File: config.mk
export PLATFORM = sky130hd
export DESIGN_NAME = delta_rms_nearest_centroid
export DESIGN_NICKNAME = d
export VERILOG_FILES = /design/src/drnc_pkg.sv /design/src/drnc_sqrt.sv /design/src/drnc_nearest.sv /design/src/delta_rms_nearest_centroid.sv
export SDC_FILE = /design/constraint.sdc
export NUM_CORES = 1
export LEC_CHECK = 0
export BUFFER_PORTS_ARGS = -buffer_cell sky130_fd_sc_hd__buf_4
export CAP_MARGIN = 20
export CORE_MARGIN = 2
export CORE_UTILIZATION = 69
export DETAILED_ROUTE_END_ITERATION = 16
export PLACE_DENSITY_LB_ADDON = 0.3
export SYNTH_ARGS = -nofsm -noshare
export SYNTH_HDL_FRONTEND = slang
export SYNTH_SLANG_ARGS = --single-unit
File: constraint.sdc
create_clock -name clk_i -period 15.5 [get_ports clk_i]
set_input_delay 1.55 -clock clk_i [delete_from_list [all_inputs] [get_ports clk_i]]
set_output_delay 1.55 -clock clk_i [all_outputs]
set_load 0.03 [all_outputs]
File: src/drnc_pkg.sv
// shared widths, types and helpers of the delta rms nearest centroid block
`timescale 1ns / 1ps

package drnc_pkg;

  localparam int unsigned SampleW    = 16;
  localparam int unsigned SumW       = 38;
  localparam int unsigned RmsW       = 19;
  localparam int unsigned NumClasses = 3;
  localparam int unsigned ClassW     = 2;
  localparam int unsigned RemW       = RmsW + 2;
  localparam int unsigned StepW      = 5;

  typedef logic [NumClasses-1:0][RmsW-1:0] centroid_arr_t;

  // handshake between the top-level sequencer and an iterative unit
  typedef struct packed {
    logic busy;
    logic done;
  } unit_stat_t;

  function automatic logic [RmsW-1:0] cdist(input logic [RmsW-1:0] a,
                                            input logic [RmsW-1:0] b);
    cdist = (a >= b) ? (a - b) : (b - a);
  endfunction

endpackage

File: src/drnc_sqrt.sv
// iterative floor square root, one result bit per cycle
`timescale 1ns / 1ps

module drnc_sqrt import drnc_pkg::*; (
  input  logic            clk_i,
  input  logic            rst_ni,
  input  logic            start_i,
  input  logic [SumW-1:0] radicand_i,
  output unit_stat_t      stat_o,
  output logic [RmsW-1:0] root_o
);

  logic [SumW-1:0]  rad_q, rad_d;
  logic [RemW-1:0]  rem_q, rem_d;
  logic [RmsW-1:0]  root_q, root_d;
  logic [StepW-1:0] step_q, step_d;
  logic             busy_q, busy_d;
  logic             done_q, done_d;

  logic [RemW+1:0]  rem_sh;
  logic [RemW+1:0]  trial;

  // next partial remainder brings down two radicand bits
  assign rem_sh = {rem_q, rad_q[SumW-1 -: 2]};
  assign trial  = {2'b00, root_q, 2'b01};

  always_comb begin
    rad_d  = rad_q;
    rem_d  = rem_q;
    root_d = root_q;
    step_d = step_q;
    busy_d = busy_q;
    done_d = 1'b0;
    if (start_i) begin
      rad_d  = radicand_i;
      rem_d  = '0;
      root_d = '0;
      step_d = '0;
      busy_d = 1'b1;
    end else if (busy_q) begin
      rad_d = {rad_q[SumW-3:0], 2'b00};
      if (rem_sh >= trial) begin
        rem_d  = RemW'(rem_sh - trial);
        root_d = {root_q[RmsW-2:0], 1'b1};
      end else begin
        rem_d  = RemW'(rem_sh);
        root_d = {root_q[RmsW-2:0], 1'b0};
      end
      step_d = step_q + 1'b1;
      if (step_q == StepW'(RmsW - 1)) begin
        busy_d = 1'b0;
        done_d = 1'b1;
      end
    end
  end

  always_ff @(posedge clk_i or negedge rst_ni) begin
    if (!rst_ni) begin
      step_q <= '0;
      busy_q <= 1'b0;
      done_q <= 1'b0;
    end else begin
      step_q <= step_d;
      busy_q <= busy_d;
      done_q <= done_d;
    end
  end

  always_ff @(posedge clk_i) begin
    rad_q  <= rad_d;
    rem_q  <= rem_d;
    root_q <= root_d;
  end

  assign stat_o.busy = busy_q;
  assign stat_o.done = done_q;
  assign root_o      = root_q;

endmodule

File: src/drnc_nearest.sv
// nearest centroid search, one centroid compared per cycle
`timescale 1ns / 1ps

module drnc_nearest import drnc_pkg::*; (
  input  logic              clk_i,
  input  logic              rst_ni,
  input  logic              start_i,
  input  logic [RmsW-1:0]   rms_i,
  input  centroid_arr_t     centroids_i,
  output unit_stat_t        stat_o,
  output logic [ClassW-1:0] class_o
);

  logic [RmsW-1:0]   rms_q;
  logic [RmsW-1:0]   best_q;
  logic [ClassW-1:0] idx_q;
  logic [ClassW-1:0] best_idx_q;
  logic              busy_q;
  logic              done_q;
  logic [RmsW-1:0]   diff;

  assign diff = cdist(rms_q, centroids_i[idx_q]);

  always_ff @(posedge clk_i or negedge rst_ni) begin
    if (!rst_ni) begin
      idx_q      <= '0;
      best_idx_q <= '0;
      busy_q     <= 1'b0;
      done_q     <= 1'b0;
    end else begin
      done_q <= 1'b0;
      if (start_i) begin
        idx_q  <= '0;
        busy_q <= 1'b1;
      end else if (busy_q) begin
        // strict less keeps the first index on a tie
        if (idx_q == '0 || diff < best_q) begin
          best_idx_q <= idx_q;
        end
        idx_q <= idx_q + 1'b1;
        if (idx_q == ClassW'(NumClasses - 1)) begin
          busy_q <= 1'b0;
          done_q <= 1'b1;
        end
      end
    end
  end

  always_ff @(posedge clk_i) begin
    if (start_i) begin
      rms_q <= rms_i;
    end
    if (busy_q && (idx_q == '0 || diff < best_q)) begin
      best_q <= diff;
    end
  end

  assign stat_o.busy = busy_q;
  assign stat_o.done = done_q;
  assign class_o     = best_idx_q;

endmodule

File: src/delta_rms_nearest_centroid.sv
// top level: sample accumulator, sequencer, config registers and result register
//
// Energy samples of one message come in on the in_valid_i / in_ready_o channel,
// SAMPLES_PER_MESSAGE words per message, each unsigned Q8.8. Every sample but
// the first of a message adds its squared difference to the previous sample
// into a 38-bit sum. A sample is taken in S_IDLE and then multiply-accumulated
// in S_ACC, during which in_ready_o is low.
// After the last sample of a message the sum goes through an iterative square
// root (one root bit per step) and a nearest centroid search over the
// three centroids (one compare per step). The input stays closed from the last
// sample until the result is loaded, most of that time in the square root.
// One word per message leaves on out_valid_o / out_ready_i with the rms and
// the class index, first index winning a tie.
// The result sits in an output register; the next message's samples are taken
// while it waits. If a new result is ready before the old one is taken the
// block holds it and stops taking input until the receiver takes the word.
// Centroids are written over the APB port at byte addresses 0, 4 and 8; the
// user must write them only while the block is idle; it does not enforce this.
// Reset clears centroids, sum, sample count, output valid; ready out of reset.
`timescale 1ns / 1ps

module delta_rms_nearest_centroid import drnc_pkg::*; #(
  parameter int unsigned SAMPLES_PER_MESSAGE = 60
) (
  input  logic               clk_i,
  input  logic               rst_ni,
  input  logic               in_valid_i,
  output logic               in_ready_o,
  input  logic [SampleW-1:0] energy_sample_i,
  output logic               out_valid_o,
  input  logic               out_ready_i,
  output logic [ClassW-1:0]  class_index_o,
  output logic [RmsW-1:0]    delta_rms_o,
  input  logic               psel,
  input  logic               penable,
  input  logic               pwrite,
  input  logic [3:0]         paddr,
  input  logic [31:0]        pwdata,
  output logic [31:0]        prdata,
  output logic               pready
);

  localparam int unsigned CntW = $clog2(SAMPLES_PER_MESSAGE);

  typedef enum logic [2:0] {
    S_IDLE,
    S_ACC,
    S_SQRT,
    S_CLASS,
    S_OUT
  } state_e;

  localparam logic [1:0] RegCentroid0 = 2'd0;
  localparam logic [1:0] RegCentroid1 = 2'd1;
  localparam logic [1:0] RegCentroid2 = 2'd2;

  state_e             state_q;
  centroid_arr_t      cent_q;
  logic [SampleW-1:0] prev_q;
  logic [SampleW-1:0] delta_q;
  logic [SumW-1:0]    sum_q;
  logic [SumW-1:0]    sum_d;
  logic [CntW-1:0]    count_q;
  logic               last_q;
  logic               out_valid_q;
  logic [ClassW-1:0]  out_class_q;
  logic [RmsW-1:0]    out_rms_q;

  logic               in_fire;
  logic               cfg_wr;
  logic               sqrt_start;
  logic               near_start;
  logic               out_load;
  logic [RmsW-1:0]    root;
  logic [ClassW-1:0]  near_class;
  unit_stat_t         sqrt_stat;
  unit_stat_t         near_stat;
  logic [2*SampleW-1:0] delta_sq;
  logic [SampleW-1:0]   delta_in;

  assign in_ready_o = (state_q == S_IDLE);
  assign in_fire    = in_valid_i && in_ready_o;
  assign cfg_wr     = psel && penable && pwrite;
  assign pready     = 1'b1;

  // first word of a message contributes no delta
  assign delta_in   = (count_q == '0) ? '0 :
                      (energy_sample_i >= prev_q) ? (energy_sample_i - prev_q)
                                                  : (prev_q - energy_sample_i);
  assign delta_sq   = delta_q * delta_q;
  assign sum_d      = sum_q + SumW'(delta_sq);
  assign sqrt_start = (state_q == S_ACC) && last_q;
  assign near_start = (state_q == S_SQRT) && sqrt_stat.done;
  assign out_load   = (state_q == S_OUT) && (!out_valid_q || out_ready_i);

  drnc_sqrt u_sqrt (
    .clk_i      (clk_i),
    .rst_ni     (rst_ni),
    .start_i    (sqrt_start),
    .radicand_i (sum_d),
    .stat_o     (sqrt_stat),
    .root_o     (root)
  );

  drnc_nearest u_nearest (
    .clk_i       (clk_i),
    .rst_ni      (rst_ni),
    .start_i     (near_start),
    .rms_i       (root),
    .centroids_i (cent_q),
    .stat_o      (near_stat),
    .class_o     (near_class)
  );

  always_ff @(posedge clk_i or negedge rst_ni) begin
    if (!rst_ni) begin
      state_q     <= S_IDLE;
      prev_q      <= '0;
      sum_q       <= '0;
      count_q     <= '0;
      last_q      <= 1'b0;
      out_valid_q <= 1'b0;
    end else begin
      if (out_load) begin
        out_valid_q <= 1'b1;
      end else if (out_valid_q && out_ready_i) begin
        out_valid_q <= 1'b0;
      end
      case (state_q)
        S_IDLE: begin
          if (in_fire) begin
            prev_q  <= energy_sample_i;
            last_q  <= (count_q == CntW'(SAMPLES_PER_MESSAGE - 1));
            state_q <= S_ACC;
          end
        end
        S_ACC: begin
          if (last_q) begin
            sum_q   <= '0;
            prev_q  <= '0;
            count_q <= '0;
            state_q <= S_SQRT;
          end else begin
            sum_q   <= sum_d;
            count_q <= count_q + 1'b1;
            state_q <= S_IDLE;
          end
        end
        S_SQRT: begin
          if (sqrt_stat.done) begin
            state_q <= S_CLASS;
          end
        end
        S_CLASS: begin
          if (near_stat.done) begin
            state_q <= S_OUT;
          end
        end
        S_OUT: begin
          if (out_load) begin
            state_q <= S_IDLE;
          end
        end
        default: begin
          state_q <= S_IDLE;
        end
      endcase
    end
  end

  always_ff @(posedge clk_i) begin
    if (in_fire) begin
      delta_q <= delta_in;
    end
    if (out_load) begin
      out_class_q <= near_class;
      out_rms_q   <= root;
    end
  end

  always_ff @(posedge clk_i or negedge rst_ni) begin
    if (!rst_ni) begin
      cent_q <= '0;
    end else if (cfg_wr) begin
      case (paddr[3:2])
        RegCentroid0: cent_q[0] <= pwdata[RmsW-1:0];
        RegCentroid1: cent_q[1] <= pwdata[RmsW-1:0];
        RegCentroid2: cent_q[2] <= pwdata[RmsW-1:0];
        default: ;
      endcase
    end
  end

  always_comb begin
    case (paddr[3:2])
      RegCentroid0: prdata = {{(32 - RmsW){1'b0}}, cent_q[0]};
      RegCentroid1: prdata = {{(32 - RmsW){1'b0}}, cent_q[1]};
      RegCentroid2: prdata = {{(32 - RmsW){1'b0}}, cent_q[2]};
      default:      prdata = '0;
    endcase
  end

  assign out_valid_o   = out_valid_q;
  assign class_index_o = out_class_q;
  assign delta_rms_o   = out_rms_q;

  // taking a sample always drops in_ready_o while it is accumulated
  assert property (@(posedge clk_i) disable iff (!rst_ni)
    in_fire |=> !in_ready_o)
    else $error("input taken on back-to-back cycles");

  assert property (@(posedge clk_i) disable iff (!rst_ni)
    out_valid_o && class_index_o == 2'd0 |->
      cdist(delta_rms_o, cent_q[0]) <= cdist(delta_rms_o, cent_q[1]) &&
      cdist(delta_rms_o, cent_q[0]) <= cdist(delta_rms_o, cent_q[2]))
    else $error("class 0 is not nearest");

  assert property (@(posedge clk_i) disable iff (!rst_ni)
    out_valid_o && class_index_o == 2'd1 |->
      cdist(delta_rms_o, cent_q[1]) <  cdist(delta_rms_o, cent_q[0]) &&
      cdist(delta_rms_o, cent_q[1]) <= cdist(delta_rms_o, cent_q[2]))
    else $error("class 1 is not first nearest");

  assert property (@(posedge clk_i) disable iff (!rst_ni)
    out_valid_o && class_index_o == 2'd2 |->
      cdist(delta_rms_o, cent_q[2]) < cdist(delta_rms_o, cent_q[0]) &&
      cdist(delta_rms_o, cent_q[2]) < cdist(delta_rms_o, cent_q[1]))
    else $error("class 2 is not first nearest");

  assert property (@(posedge clk_i) disable iff (!rst_ni)
    out_valid_o |-> class_index_o != 2'd3)
    else $error("class index out of range");

  // each unit only runs in its own sequencer state
  assert property (@(posedge clk_i) disable iff (!rst_ni)
    (!sqrt_stat.busy || state_q == S_SQRT) && (!near_stat.busy || state_q == S_CLASS))
    else $error("unit busy outside its state");

endmodule

==> results.sh <==
export IMPL_crit_buf_inv=5
export IMPL_cts_hold_buf=0
export IMPL_drt_iter0_markers=1149
export IMPL_worstHoldStart="u_nearest.class_o[0]"
export IMPL_worst_path_max_fanout=15
export IMPL_core_area_um2=35660
export IMPL_ff2ff_setup_slack_ns=7.99
export IMPL_critPathSlowestCell="edfxtp_1"
export IMPL_drt_wl_total_mm=56.52
export IMPL_antenna_found_initial=0
export IMPL_final_setup_viol_count=0
export IMPL_final_core_util_pct=76.11
export IMPL_postCtsSetupRepairBufs=0
export IMPL_core_rowCount=69
export IMPL_cp_start_kind="register"
export IMPL_yosysWarnings=0
export IMPL_final_antenna_net_count=0
export IMPL_syn_to_final_growth_pct=8.619
export IMPL_slew_headroom_pct=17.58
export IMPL_max_clock_freq_mhz=133.2
export IMPL_synth_top_area_share_pct=16.11
export IMPL_worstRegToRegCells=23
export IMPL_skew_ns=0.03811
export IMPL_grt_start_max_net_pins=85
export IMPL_fin_area_um2=27140
export IMPL_synth_edf_count=113
export IMPL_syn_inst=2641
export IMPL_hpwl_mm=41.42
export IMPL_slew_violations=0
export IMPL_grt_first_pass_wirelength_mm=95.07
export IMPL_synth_top_family_by_area="adder cells"
export IMPL_path_delay_family="adder cells"
export IMPL_pin_count=115
export IMPL_r2r_end="u_sqrt.rad_q[34]"
export IMPL_crit_path_max_incr_delay_ns=0.85
export IMPL_synth_xor_area_share_pct=3.120
export IMPL_cts_sinks=288
export IMPL_cts_root_buffer="clkbuf_16"
export IMPL_die_area_um2=37750
export IMPL_synthSimpleGateAreaFrac_pct=9.921
export IMPL_hold_viol_final=0
export IMPL_syn_area_per_cell_um2=9.460
export IMPL_synth_area_top_cells="fa_1 (16%), edfxtp_1 (14%), dfrtp_1 (14%)"
export IMPL_place_gp_congestion=0.9011
export IMPL_clkTransAtPathRegs_ns=0.06
export IMPL_crit_required_ns=15.76
export IMPL_arrival_ns=7.77
export IMPL_drive_above_1_share_pct=9.360
export IMPL_ctsResizeCount=0
export IMPL_hp_class="register to register"
export IMPL_crit_path_cell_trace="inv_1 -> nor2_1 -> ha_1 -> xnor2_1 -> fa_1 -> inv_1 -> fa_1 -> inv_1 -> fa_1 -> fa_1 -> inv_1 -> fa_1 -> inv_1 -> ha_1 -> a21o_1 -> a21oi_1 -> o21a_1 -> o21ai_1 -> o31a_1 -> a311o_1 -> a31oi_2 -> xor2_1 -> o21ai_0"
export IMPL_grt_util_all_layers_pct=30.88
export IMPL_fillers=2408
export IMPL_start_util_pct=70.07
export IMPL_reg2reg_from="delta_q[3]"
export IMPL_worst_slew_pin_slew_ns=1.236
export IMPL_synth_compound_gate_area_share_pct=13.60
export IMPL_wl_per_cell_um=17.86
export IMPL_post_route_period_util_pct=48.42
export IMPL_hold_depth=0
export IMPL_finalHoldWorstSlack_ns=0.4679
export IMPL_grt_setup_unrepaired="no"
export IMPL_worstSkewPairLatency_ns=0.54
export IMPL_drt_first_pass_iters=8
export IMPL_synth_top_area_cell="fa_1"
export IMPL_cts_tree="done"
export IMPL_finalCriticalPeriod_ns=7.506
export IMPL_first_global_vias=19740
export IMPL_status="finished clean"
export IMPL_tns_ns=0
export IMPL_cap_viol_max_count=0
export IMPL_hold_path_end="class_index_o[0]"
export IMPL_synth_fa_ha_area_share_pct=27.17
export IMPL_overflow=0
export IMPL_worst_setup_path_type="register to register"
export IMPL_ctsHtreeMaxLevel=2
export IMPL_ys_flop_type="dfrtp_1"
export IMPL_async_reset_ff_share_pct=46.88
export IMPL_die_height_um=194.3
export IMPL_portBuffers=85
export IMPL_diodes=0
export IMPL_end_kind="register"
export IMPL_synth_cell_types=77
export IMPL_viasPerCell=5.902
export IMPL_muxShareOfSynthArea_pct=6.250
export IMPL_die_x_um=194.3
export IMPL_cts_buffer_depth=3
export IMPL_ys_seq_area_share_pct=30.31
export IMPL_synth_seq_cells=288
export IMPL_drc=0
export IMPL_vias=18670
export IMPL_cts_made_buffers=34
export IMPL_place_area_um2=25940
export IMPL_synth_area_um2=24980
export IMPL_nNetsFinal=3159
## sequential cells by signal, summed over array words and instances (netlist names), 3 cells and up
signal            count
u_sqrt.rad_q         38
sum_q                38
cent_q               57
delta_q              16
u_nearest.best_q     19
count_q               6
u_sqrt.rem_q         21
prev_q               16
state_q               3
u_sqrt.step_q         5
u_nearest.rms_q      19
delta_rms_o          19
u_sqrt.root_o        19
## stage by stage
step / std cells / setup WS (ns)
6_report: 3164 / 7.994
5_1_grt: 3164 / 7.604
4_1_cts: 3161 / 8.063
3_5_place_dp: 3100 / 8.081
3_3_place_gp: 3099 / 8.181
2_1_floorplan: 2653 / 8.198
## cell usage in the layout, fill, tap and decap left out, types with 48 or more instances in the layout
cell type	n
buf_4	102
nand2_1	259
fa_1	201
nor2_1	103
a21oi_1	118
o21ai_0	138
dfrtp_1	134
edfxtp_1	113
o31ai_1	50
xnor2_1	48
inv_1	501
mux2i_1	84
a21o_1	65
mux2_2	64
and2_1	50
ha_1	221
## kinds of logic (layout without fill, tap and decap cells)
| group | count (synthesis) | in the layout |
|---|---|---|
| simple gates | 546 | 546 |
| flops | 288 | 288 |
| other cells | 2 | 14 |
| compound gates | 526 | 526 |
| xor+xnor | 89 | 89 |
| mux | 148 | 148 |
| buf+inv | 620 | 670 |
| fa+ha+maj | 422 | 422 |
## cells in the mapped netlist (4+ instances only)
| cell | instances |
|---|---|
| inv_1 | 501 |
| nand2_1 | 260 |
| ha_1 | 221 |
| fa_1 | 201 |
| o21ai_0 | 138 |
| dfrtp_1 | 135 |
| a21oi_1 | 118 |
| edfxtp_1 | 113 |
| nor2_1 | 104 |
| clkbuf_1 | 92 |
| mux2i_1 | 84 |
| a21o_1 | 65 |
| mux2_2 | 64 |
| and2_1 | 50 |
| o31ai_1 | 50 |
| xnor2_1 | 48 |
| xor2_1 | 41 |
| dfxtp_1 | 40 |
| o21a_1 | 34 |
| nor3_1 | 25 |
| nand3_1 | 21 |
| nand4_1 | 20 |
| a31oi_1 | 18 |
| nor2b_1 | 17 |
| buf_4 | 14 |
| o21bai_1 | 13 |
| a211oi_1 | 11 |
| or3_1 | 11 |
| and3_1 | 10 |
| nand2b_1 | 9 |
| o211ai_1 | 8 |
| a22oi_1 | 7 |
| buf_1 | 7 |
| a21boi_0 | 6 |
| a221oi_1 | 6 |
| a31o_2 | 5 |
| nand3b_1 | 4 |
| nor3b_1 | 4 |
| o2111ai_1 | 4 |
| o221ai_1 | 4 |
## layer usage
layer | track usage [%] | share of wire, %
met5 | 0 | 0
met4 | 10.00 | 2.9
met3 | 3.966 | 5.5
met2 | 53.61 | 50
met1 | 40.48 | 42
## worst max-delay path by stage
stage / slack [ns] / startpoint / end / cells after the start
after CTS: 8.06 / delta_q[3] / u_sqrt.rad_q[34] / 23
after detailed placement: 8.08 / delta_q[3] / u_sqrt.rad_q[34] / 23
after global placement: 8.18 / delta_q[3] / u_sqrt.rad_q[36] / 23
after global routing: 7.60 / delta_q[3] / u_sqrt.rad_q[34] / 23
after floorplan: 8.20 / u_nearest.idx_q[1] / u_nearest.best_q[0] / 24
final: 7.99 / delta_q[3] / u_sqrt.rad_q[34] / 23
## final cells by class
class,instances,area [µm²],area share [%]
Multi-Input combinational cell,1745,15100,55.65
Clock buffer,38,887.1,3.269
Tap cell,461,576.8,2.125
Clock inverter,23,264.0,0.9728
Sequential cell,288,7574,27.91
Timing Repair Buffer,107,850.8,3.135
Inverter,502,1884,6.944
Power is left out: the tool's default activity adds up to more than one toggle a clock period on the data nets, which glitch-free logic cannot reach.
